## src/rtl/ppt_pkg.sv

```systemverilog
package ppt_pkg;

	localparam int CORDIC_STEPS_DEF = 16;
	localparam int COORD_WIDTH_DEF  = 32;

	// Quaternion parts are Q2.14, yaw cosine and sine are Q1.15.
	localparam int Q_W   = 16;
	localparam int YAW_W = 16;

	// The CORDIC vector holds Q.28 values of up to about 2^33 after gain growth.
	localparam int VEC_W = 37;
	// Rotation pair in Q1.30 with headroom.
	localparam int CS_W  = 34;

	localparam logic signed [CS_W-1:0]  INV_GAIN_Q30 = CS_W'(652032874);
	localparam logic signed [VEC_W-1:0] ONE_Q28      = VEC_W'(64'sd268435456);

	localparam logic signed [YAW_W-1:0] RESET_COS = -16'sd14654;
	localparam logic signed [YAW_W-1:0] RESET_SIN = 16'sd29309;
	localparam logic signed [YAW_W-1:0] COS_UNIT  = 16'sd32767;

	localparam logic CMD_POSE  = 1'b0;
	localparam logic CMD_POINT = 1'b1;

	typedef struct packed {
		logic load;
		logic prep;
		logic sign;
		logic step;
		logic commit;
	} ppt_cmd_t;

	typedef struct packed {
		logic last_step;
		logic pipe_empty;
		logic adv;
	} ppt_stat_t;

endpackage

```

## src/rtl/ppt_ctrl.sv

```systemverilog
module ppt_ctrl import ppt_pkg::*; (
	input  logic      clk,
	input  logic      arst_n,
	input  logic      item_acc,
	input  logic      item_command,
	input  ppt_stat_t stat,
	output ppt_cmd_t  cmd,
	output logic      idle
);

	typedef enum logic [2:0] {
		ST_IDLE,
		ST_PREP,
		ST_SIGN,
		ST_RUN,
		ST_WAIT
	} state_t;

	state_t state_q;
	logic   armed_q;

	assign idle       = (state_q == ST_IDLE);
	assign cmd.load   = idle && item_acc && (item_command == CMD_POSE) && armed_q;
	assign cmd.prep   = (state_q == ST_PREP);
	assign cmd.sign   = (state_q == ST_SIGN);
	assign cmd.step   = (state_q == ST_RUN);
	// The new pose takes effect only after every earlier point has left.
	assign cmd.commit = (state_q == ST_WAIT) && stat.pipe_empty;

	always_ff @(posedge clk or negedge arst_n) begin
		if (!arst_n) begin
			state_q <= ST_IDLE;
			armed_q <= 1'b0;
		end else begin
			case (state_q)
				ST_IDLE: begin
					if (item_acc && (item_command == CMD_POINT)) begin
						armed_q <= 1'b1;
					end
					if (cmd.load) begin
						armed_q <= 1'b0;
						state_q <= ST_PREP;
					end
				end
				ST_PREP: state_q <= ST_SIGN;
				ST_SIGN: state_q <= ST_RUN;
				ST_RUN: begin
					if (stat.last_step) begin
						state_q <= ST_WAIT;
					end
				end
				ST_WAIT: begin
					if (stat.pipe_empty) begin
						state_q <= ST_IDLE;
					end
				end
				default: state_q <= ST_IDLE;
			endcase
		end
	end

	a_load_blocks: assert property (@(posedge clk) disable iff (!arst_n)
		cmd.load |=> !idle)
		else $error("pose load did not leave idle");

	a_commit_disarmed: assert property (@(posedge clk) disable iff (!arst_n)
		cmd.commit |-> !armed_q)
		else $error("point accepted while a pose was in progress");

	a_run_ends: assert property (@(posedge clk) disable iff (!arst_n)
		(cmd.step && stat.last_step) |=> (state_q == ST_WAIT))
		else $error("CORDIC run did not finish after its last step");

endmodule

```

## config.mk

```make
export PLATFORM = sky130hd
export DESIGN_NAME = ppt_ctrl
export DESIGN_NICKNAME = d
export VERILOG_FILES = /design/src/rtl/ppt_pkg.sv /design/src/rtl/ppt_ctrl.sv
export SDC_FILE = /design/constraint.sdc
export NUM_CORES = 1
export LEC_CHECK = 0
export BUFFER_PORTS_ARGS = -buffer_cell sky130_fd_sc_hd__buf_2
export CAP_MARGIN = 40
export CORE_AREA = 2 2 39 41
export CTS_BUF_LIST = sky130_fd_sc_hd__clkbuf_2 sky130_fd_sc_hd__clkbuf_4 sky130_fd_sc_hd__clkbuf_8
export DETAILED_ROUTE_END_ITERATION = 12
export DIE_AREA = 0 0 41 43
export PLACE_DENSITY = 0.5
export RECOVER_POWER = 50
export SYNTH_ARGS = -nofsm -noshare
export SYNTH_HDL_FRONTEND = slang
export SYNTH_SLANG_ARGS = --single-unit
```

## constraint.sdc

```tcl
create_clock -name clk -period 1.74 [get_ports clk]
set_input_delay 0.348 -clock clk [delete_from_list [all_inputs] [get_ports clk]]
set_output_delay 0.348 -clock clk [all_outputs]
set_load 0.05 [all_outputs]
```

==> metrics.yaml <==
run_status:
  outcome: "completed"
synthesis:
  synth_area_leaders: "dfrtp_1 (41%), nor3_1 (6.1%), nor4b_2 (6.1%), and3_1 (5.1%), nand2b_1 (5.1%)"
  synthCells: 26
  ys_seq_elements: 4
  yosysSeqAreaShare_pct: 40.61
  synth.top_cell.area_share_pct: 40.61
  synth_area_um2: 246.5
  synth_cell_type_count: 17
  synth.largest_area_cell: "dfrtp_1"
  yosys_warnings: 0
  syn_area_per_cell_um2: 9.480
  syn_nets: 33
global_route:
  grt_pass1_wl_um: 903
  antenna_found_initial: 0
  grt_pass1_vias: 226
  grt_overflow: 0
  grtUsageTotal_pct: 8.485
  grt_max_degree: 11
drt:
  first_pass_iters: 2
  wirelength_um: 527
  drt_iter0_drc: 2
  drt.antenna.violating_nets: 0
  drc: 0
  vias_per_cell: 4.204
  detail_route.wl_per_cell_um: 9.759
  dr_total_vias: 227
placement:
  dp_cells: 50
  place_worst_setup_slack_ps: 300.6
  io_buffers: 11
  dpl-instance-area_um2: 314.1
  gp_congestion: 0.6469
  dp_hpwl_um: 375.9
finish:
  drive_above_1_share_pct: 50.00
  fin_nets: 47
  final_common_cell: "buf_2"
  fin_area_um2: 349.1
  final_cell_mix: "buf_2 (9), clkbuf_4 (4), nor2_1 (3), dfrtp_1 (3)"
  area_growth_pct: 41.62
  multiInputGateArea_um2: 135.1
  final_cells: 54
  register_area_um2: 101.3
  nFillCells: 157
  n_antenna_cell: 0
floorplanning:
  num_rows: 14
  pin_count: 13
  die_y_um: 43
  coreArea_mm2: 0.001384
  die_area_mm2: 0.001763
  die_w_um: 41
  initial_core_util_pct: 17.81
worst_setup_path:
  cp_slowest_cell: "dfrtp_1"
  critPathMaxFanout: 9
  worst_ep_arrival_time_ps: 1300
  critPathMaxStageDelay_ps: 480
  crit_chain: "nor4_2 > buf_2"
  crit_required_ps: 1390
  cp-start-kind: "flop"
  path_class: "flop to output port"
  cp-end-kind: "output port"
timing:
  timing.final.crit_share_pct: 94.77
  rsz0062_at_grt: "false"
  worst_slew_pin_slew_ps: 324.4
  fin_worst_skew_ps: 0.1822
  timing.fmax_mhz: 606.4
  setup_viol: 0
  finalHoldViolCount: 0
  timing.final.ws_setup_ps: 91.05
  drv_slew: 0
  slew_headroom_pct: 78.37
  finalSetupTns_ps: 0
  final.min_clock_period_ps: 1649
clock_network:
  cts.clk_slew.worst_paths_ps: 40
  clkSinkCount: 4
  cts_made_buffers: 3
  cts_htree_levels: 1
  post_cts_buffers: 0
  insertion_delay_ps: 230
  root_buffer: "clkbuf_4"
  cts_tree: "yes"
  clock_path_buffers: 2
pwr:
  power_density_mw_per_mm2: 2090
  ir_worst_vdd_mv: 1.209
  p_leak_nw: 0.1629
job:
  max-cap-violations: 0
min_path:
  hold_path_class: "input port to flop"
final timing paths:
kind	startpoint	endpoint	slack, ps	cells after the start
max in group asynchronous	arst_n	state_q[1]$_DFFE_PN0P_	1080	2
min in group asynchronous	arst_n	armed_q$_DFFE_PN0P_	470	2
worst max-delay path	state_q[0]$_DFFE_PN0P_	cmd[4]	90	2
worst min-delay path	item_command	armed_q$_DFFE_PN0P_	370	2
worst min register to register	armed_q$_DFFE_PN0P_	armed_q$_DFFE_PN0P_	520	1
worst max register to register	state_q[0]$_DFFE_PN0P_	armed_q$_DFFE_PN0P_	450	2
state kept, by name, indices dropped and copies added, names as in the netlist:
| signal | cells |
|---|---|
| state_q | 3 |
| armed_q | 1 |
power by group:
| part | internal, mW | total, mW | switching, mW |
|---|---|---|---|
| Clock | 0.0770 | 0.113 | 0.0355 |
| Combinational | 0.117 | 0.383 | 0.265 |
| Sequential | 0.139 | 0.235 | 0.0952 |
| Total | 0.334 | 0.730 | 0.396 |
synth_stat cells:
cell type  n
a221oi_1   1
and3_1     2
buf_2      1
buf_4      1
buf_6      1
dfrtp_1    4
inv_1      1
mux2_2     1
nand2_1    1
nand2b_1   2
nand3b_1   1
nor2_1     3
nor3_1     3
nor4_1     1
nor4b_2    1
o21ai_0    1
or4b_1     1
metal layers:
metal / up-vias / GRT usage [%] / wire length, um
met4: 0 / 8.000 / 0
met3: 0 / 6.283 / 68
met5: - / 0 / 0
met1: 99 / 9.508 / 251
li1: 117 / - / -
met2: 11 / 9.688 / 207
logic make-up (layout without fill, tap and decap cells):
group                  after synthesis  after routing  share of synthesized area, %
and+or+nand+nor                     15             15                         38.07
buffers and inverters                4             16                         11.16
muxes                                1              1                         4.568
DFF                                  4              4                         40.61
AOI/OAI and AO/OA                    2              2                         5.582
metrics by stage:
step                power [mW]  hold WS (ps)  utilization [%]
detailed placement      0.6158         153.3            22.69
global placement        0.6186         154.7            22.69
global route            0.7884         359.5            25.23
floorplan               0.5750         52.41                -
finish                  0.7296         370.1            25.23
CTS                     0.7385         361.8            25.05
critical path, delay by kind of cell, from the launching register on:
kind	cells	cell delay, ps
simple gates	1	290
buf+inv	1	300
flops	1	480
final cells by class:
cell class	count	share of cell area [%]
sequential	4	29.03
timing repair buffer	12	19.00
inverter	1	1.075
clock buffer	3	6.452
multi-input combinational	18	38.71
tap	16	5.735
what timing repair did:
item | CTS | global route
setup endpoints to repair | 0 | 3
gates resized for setup | 0 | 2
hold buffers | 1 | 0
endpoints found under the hold margin | 4 | 0
Note: power is estimated with default switching activity, not from simulation.
