==> config.mk <==
export PLATFORM = sky130hd
export DESIGN_NAME = ppt_yaw
export DESIGN_NICKNAME = d
export VERILOG_FILES = /design/src/rtl/ppt_pkg.sv /design/src/rtl/ppt_yaw.sv
export SDC_FILE = /design/constraint.sdc
export NUM_CORES = 2
export LEC_CHECK = 0
export ABC_AREA = 1
export BUFFER_PORTS_ARGS = -buffer_cell sky130_fd_sc_hd__buf_2
export CAP_MARGIN = 0
export CORE_AREA = 4 4 387 389
export CTS_CLUSTER_SIZE = 24
export DETAILED_ROUTE_END_ITERATION = 16
export DIE_AREA = 0 0 391 393
export PLACE_DENSITY = 0.76
export SETUP_SLACK_MARGIN = 0.15
export SLEW_MARGIN = 25
export SYNTH_ARGS = -nofsm -noshare
export SYNTH_HDL_FRONTEND = slang
export SYNTH_SLANG_ARGS = --single-unit
==> constraint.sdc <==
create_clock -name clk -period 5.5 [get_ports clk]
set_input_delay 0.275 -clock clk [delete_from_list [all_inputs] [get_ports clk]]
set_output_delay 0.275 -clock clk [all_outputs]
set_load 0.05 [all_outputs]
==> src/rtl/ppt_pkg.sv <==
package ppt_pkg;

	localparam int CORDIC_STEPS_DEF = 16;
	localparam int COORD_WIDTH_DEF  = 32;

	// Quaternion parts are Q2.14, yaw cosine and sine are Q1.15.
	localparam int Q_W   = 16;
	localparam int YAW_W = 16;

	// The CORDIC vector holds Q.28 values of up to about 2^33 after gain growth.
	localparam int VEC_W = 37;
	// Rotation pair in Q1.30 with headroom.
	localparam int CS_W  = 34;

	localparam logic signed [CS_W-1:0]  INV_GAIN_Q30 = CS_W'(652032874);
	localparam logic signed [VEC_W-1:0] ONE_Q28      = VEC_W'(64'sd268435456);

	localparam logic signed [YAW_W-1:0] RESET_COS = -16'sd14654;
	localparam logic signed [YAW_W-1:0] RESET_SIN = 16'sd29309;
	localparam logic signed [YAW_W-1:0] COS_UNIT  = 16'sd32767;

	localparam logic CMD_POSE  = 1'b0;
	localparam logic CMD_POINT = 1'b1;

	typedef struct packed {
		logic load;
		logic prep;
		logic sign;
		logic step;
		logic commit;
	} ppt_cmd_t;

	typedef struct packed {
		logic last_step;
		logic pipe_empty;
		logic adv;
	} ppt_stat_t;

endpackage

==> src/rtl/ppt_yaw.sv <==
module ppt_yaw import ppt_pkg::*; #(
	parameter int STEPS = CORDIC_STEPS_DEF
) (
	input  logic                    clk,
	input  logic                    arst_n,
	input  ppt_cmd_t                cmd,
	input  logic signed [Q_W-1:0]   quat_x,
	input  logic signed [Q_W-1:0]   quat_y,
	input  logic signed [Q_W-1:0]   quat_z,
	input  logic signed [Q_W-1:0]   quat_w,
	output logic                    last_step,
	output logic signed [YAW_W-1:0] cos_val,
	output logic signed [YAW_W-1:0] sin_val
);

	localparam int IW = (STEPS > 1) ? $clog2(STEPS) : 1;
	localparam logic [IW-1:0] LAST_I = IW'(STEPS - 1);
	localparam int PW = 2 * Q_W;
	localparam int RW = CS_W + 1;

	logic signed [PW-1:0]    p_xy_q, p_zw_q, p_yy_q, p_zz_q;
	logic signed [VEC_W-1:0] vx_q, vy_q;
	logic signed [CS_W-1:0]  c_q, s_q;
	logic                    flip_q, zero_q;
	logic [IW-1:0]           i_q;

	logic signed [VEC_W-1:0] vx_sh, vy_sh;
	logic signed [CS_W-1:0]  c_sh, s_sh;
	logic signed [RW-1:0]    c_f, s_f;

	// Round half up from Q1.30 to Q1.15 and clamp.
	function automatic logic signed [YAW_W-1:0] to_q15(input logic signed [RW-1:0] v);
		logic signed [RW-1:0] r;
		r = (v + RW'(1 << 14)) >>> 15;
		if (r > RW'(32767)) begin
			to_q15 = 16'sd32767;
		end else if (r < -RW'(32768)) begin
			to_q15 = -16'sd32768;
		end else begin
			to_q15 = r[YAW_W-1:0];
		end
	endfunction

	assign last_step = (i_q == LAST_I);

	assign vx_sh = vx_q >>> i_q;
	assign vy_sh = vy_q >>> i_q;
	assign c_sh  = c_q >>> i_q;
	assign s_sh  = s_q >>> i_q;

	assign c_f = flip_q ? -RW'(c_q) : RW'(c_q);
	assign s_f = flip_q ? -RW'(s_q) : RW'(s_q);

	assign cos_val = zero_q ? COS_UNIT : to_q15(c_f);
	assign sin_val = zero_q ? '0 : to_q15(s_f);

	always_ff @(posedge clk or negedge arst_n) begin
		if (!arst_n) begin
			i_q <= '0;
		end else if (cmd.sign) begin
			i_q <= '0;
		end else if (cmd.step && !last_step) begin
			i_q <= i_q + IW'(1);
		end
	end

	always_ff @(posedge clk) begin
		if (cmd.load) begin
			p_xy_q <= PW'(quat_x) * PW'(quat_y);
			p_zw_q <= PW'(quat_z) * PW'(quat_w);
			p_yy_q <= PW'(quat_y) * PW'(quat_y);
			p_zz_q <= PW'(quat_z) * PW'(quat_z);
		end
		if (cmd.prep) begin
			vy_q <= (VEC_W'(p_xy_q) + VEC_W'(p_zw_q)) <<< 1;
			vx_q <= ONE_Q28 - (VEC_W'(p_yy_q) <<< 1) - (VEC_W'(p_zz_q) <<< 1);
		end
		if (cmd.sign) begin
			// A negative x component is folded by a half turn and undone at the end.
			zero_q <= (vx_q == '0) && (vy_q == '0);
			flip_q <= vx_q < 0;
			vx_q   <= (vx_q < 0) ? -vx_q : vx_q;
			vy_q   <= (vx_q < 0) ? -vy_q : vy_q;
			c_q    <= INV_GAIN_Q30;
			s_q    <= '0;
		end
		if (cmd.step) begin
			if (vy_q > 0) begin
				vx_q <= vx_q + vy_sh;
				vy_q <= vy_q - vx_sh;
				c_q  <= c_q - s_sh;
				s_q  <= s_q + c_sh;
			end else begin
				vx_q <= vx_q - vy_sh;
				vy_q <= vy_q + vx_sh;
				c_q  <= c_q + s_sh;
				s_q  <= s_q - c_sh;
			end
		end
	end

endmodule

==> impl_metrics.yaml <==
status:
  status: "complete, no violations"
sta:
  finalClockSkew_ns: 0.0773
  maxSlewViolCount: 0
  fin_crit_sh_pct: 95.8
  period_needed_ns: 5.27
  timing.slew.headroom_pct: 35.0
  grt_setup_unrepaired: "yes"
  setup_viol: 0
  fmax_ghz: 0.190
  worstMarginPinSlew_ns: 0.965
  hold_viol_final: 0
clock_tree:
  cts_tree: "done"
  htree_levels: 2
  cts.path.max_buffers: 3
  cts_made_buffers: 40
  cts_root_buffer: "clkbuf_16"
  clock-sinks: 274
  clk_latency_ns: 0.65
  clk_pin_slew_ns: 0.07
cells_and_area:
  post-route-util_pct: 58.9
  drive_above_1_share_pct: 13.9
  fillCellCount: 13200
  final_common_cell: "nand2_1"
  nets: 12800
  most-common-layout-cells: "nand2_1, inv_1, fa_1, buf_4, nor2_1"
  multi_input_area_um2: 57300
  area_delta_synth_final_pct: 16.6
  regArea_um2: 8220
routing:
  via_per_inst: 5.41
  dr_wl_met3_mm: 14.2
  routed_wl_mm: 235
  wl_met2_mm: 115
  drt_iter0_markers: 5686
  wire_per_inst_um: 18.0
  remaining_drc_errors: 0
  maxUsedRoutingLayer: "met5"
  dr.pass1.iters: 6
  met1_length_mm: 89.0
  ant_nets: 0
  vias: 70900
critical_path:
  endpoint_kind: "flip-flop"
  reg2regPathDepth: 29
  path_class: "reg -> reg"
  cpMaxStageDelayCell: "dfrtp_4"
  max_stage_delay_ns: 0.50
  arrival_ns: 5.66
  crit_fanout: 9
  crit_top_cell: "nand2_1"
  startpoint_type: "flip-flop"
  cp_data_required_time_ns: 5.89
yosys:
  syn_inst: 10400
  synth_fp_nets: 12100
  yosys-top-cells-area: "fa_1, nand2_1, inv_1, edfxtp_1, ha_1"
  synth_largest_area_cell: "fa_1"
  synth_edf_count: 270
  synth_cell_types: 71
  yosysTopAreaCellShare_pct: 26.9
  synth_area_um2: 74100
  avgSynthCellArea_um2: 7.12
  ys_ff_latch: 274
  seq_area_frac_synth_pct: 11.1
  synth_top_flop_cell: "edfxtp_1"
  synth_async_sr_flop_share_pct: 1.46
  yosys_warnings: 0
die:
  pin_count: 104
  initial_core_util_pct: 50.5
  dieArea_um2: 154000
  dieHeight_um: 393
  dieWidth_um: 391
  rows: 141
  core_region_area_um2: 147000
run:
  max_cap_viol_count: 0
grt:
  grt_pass1_wl_mm: 372
  antenna_found_initial: 9
  grt-ovfl-total: 0
  grt_start_max_net_pins: 138
  grt.total_usage_pct: 30.3
  first_global_vias: 72500
placed_design:
  port_buffers: 102
  gp_congestion: 1.01
  hpwl_mm: 196
worst_hold_path:
  hold_path.class: "in -> reg"
  whs_path_depth: 2
## state kept, by name (all words and copies together), names as in the netlist
name    count
vx_q       37
p_yy_q     31
c_q        34
i_q         4
p_zz_q     31
p_zw_q     32
p_xy_q     32
s_q        34
flip_q      1
zero_q      1
vy_q       37
## timing repair
action,4_1_cts,5_1_grt
gates cloned,1,9
endpoints found under the hold margin,4,0
buffers inserted,1,28
pin swaps,1,68
gates resized for setup,12,325
setup endpoints to repair,14,99
hold buffers,1,0
## logic make-up (layout without fill, tap and decap cells)
kind of cell | Yosys count | after routing | synth area share, %
AO/OA/AOI/OAI | 1452 | 1452 | 11.0
AND/OR/NAND/NOR | 4023 | 4023 | 22.3
XOR/XNOR | 389 | 389 | 4.61
adder cells (fa/ha/maj) | 1584 | 1584 | 36.8
other | 0 | 5 | 0
multiplexers | 26 | 26 | 0.353
flip-flops | 274 | 274 | 11.1
buffers and inverters | 2660 | 3423 | 13.9
## path summary, 6_finish.rpt
| path | endpoint | from | slack [ns] |
|---|---|---|---|
| max | vx_q[35] | i_q[0] | 0.23 |
| min | p_yy_q[0] | quat_y[0] | 0.05 |
| max reg2reg | vx_q[35] | i_q[0] | 0.23 |
| min reg2reg | vy_q[1] | p_zw_q[0] | 0.71 |
| max in group asynchronous | i_q[2] | arst_n | 5.26 |
| min in group asynchronous | i_q[1] | arst_n | 0.09 |
## critical path, delay by kind of cell (launching register included)
family / cells / cell delay [ns]
buf+inv: 6 / 0.93
fa+ha+maj: 2 / 0.57
compound gates: 5 / 0.94
simple gates: 15 / 1.83
flops: 1 / 0.50
xor+xnor: 1 / 0.23
## per-stage QoR
step           hold slack [ns]  TNS (ns)  instance area (µm²)  worst slack [ns]  instances
2_1_floorplan          -0.0206         0                75200             0.109      10400
3_3_place_gp            0.0874    -10.50                83300            -0.393      13000
3_5_place_dp            0.0930    -17.96                83300            -0.517      13000
4_1_cts                0.00528         0                84800            0.0771      13100
5_1_grt                 0.0341   -0.0443                86400           -0.0443      13100
6_report                0.0461         0                86400             0.233      13100
## layer usage
metal	track usage [%]	vias up
li1	-	33700
met4	17.8	2
met2	53.6	2675
met3	2.66	791
met1	36.0	33800
met5	0	-
## Yosys cell counts, types with 5 or more instances
cell type  number
o31ai_1        11
nand2_1      2574
nor4_1         24
nor3_1         75
fa_1          995
nand4_1        74
a31o_2          6
o21ai_1       159
nor2_1        654
and2_1          6
mux2i_1        25
edfxtp_1      270
o21a_1         42
a211oi_1        5
o21ai_2        16
a21boi_0       19
buf_4          14
nand3_2         6
o21ai_0       427
inv_2          24
buf_2          48
o221ai_1       16
nand3b_1       17
xnor2_1       134
a22oi_1         5
o21bai_1       36
a21o_1         43
nor2_2         29
nor2_4         12
a31oi_1        56
inv_1        2276
or2_1           5
buf_6          21
buf_1          47
clkbuf_1      225
nand2_2        18
o211ai_1       46
a221oi_1       12
nand3_1       482
xor2_1        254
a21oi_1       522
or2_2          37
ha_1          589
## layout make-up
type	count	share of cell area, %
repair buffers	1045	9.74
clock buffers	47	1.19
diodes	5	0.0145
flip-flops and latches	274	9.51
well taps	1930	2.79
clock inverters	27	0.443
inverters	2304	10.0
multi-input cells	7474	66.3
Power is not shown: default switching activity piles up to over one toggle a cycle in this logic, so the estimate is an artifact.
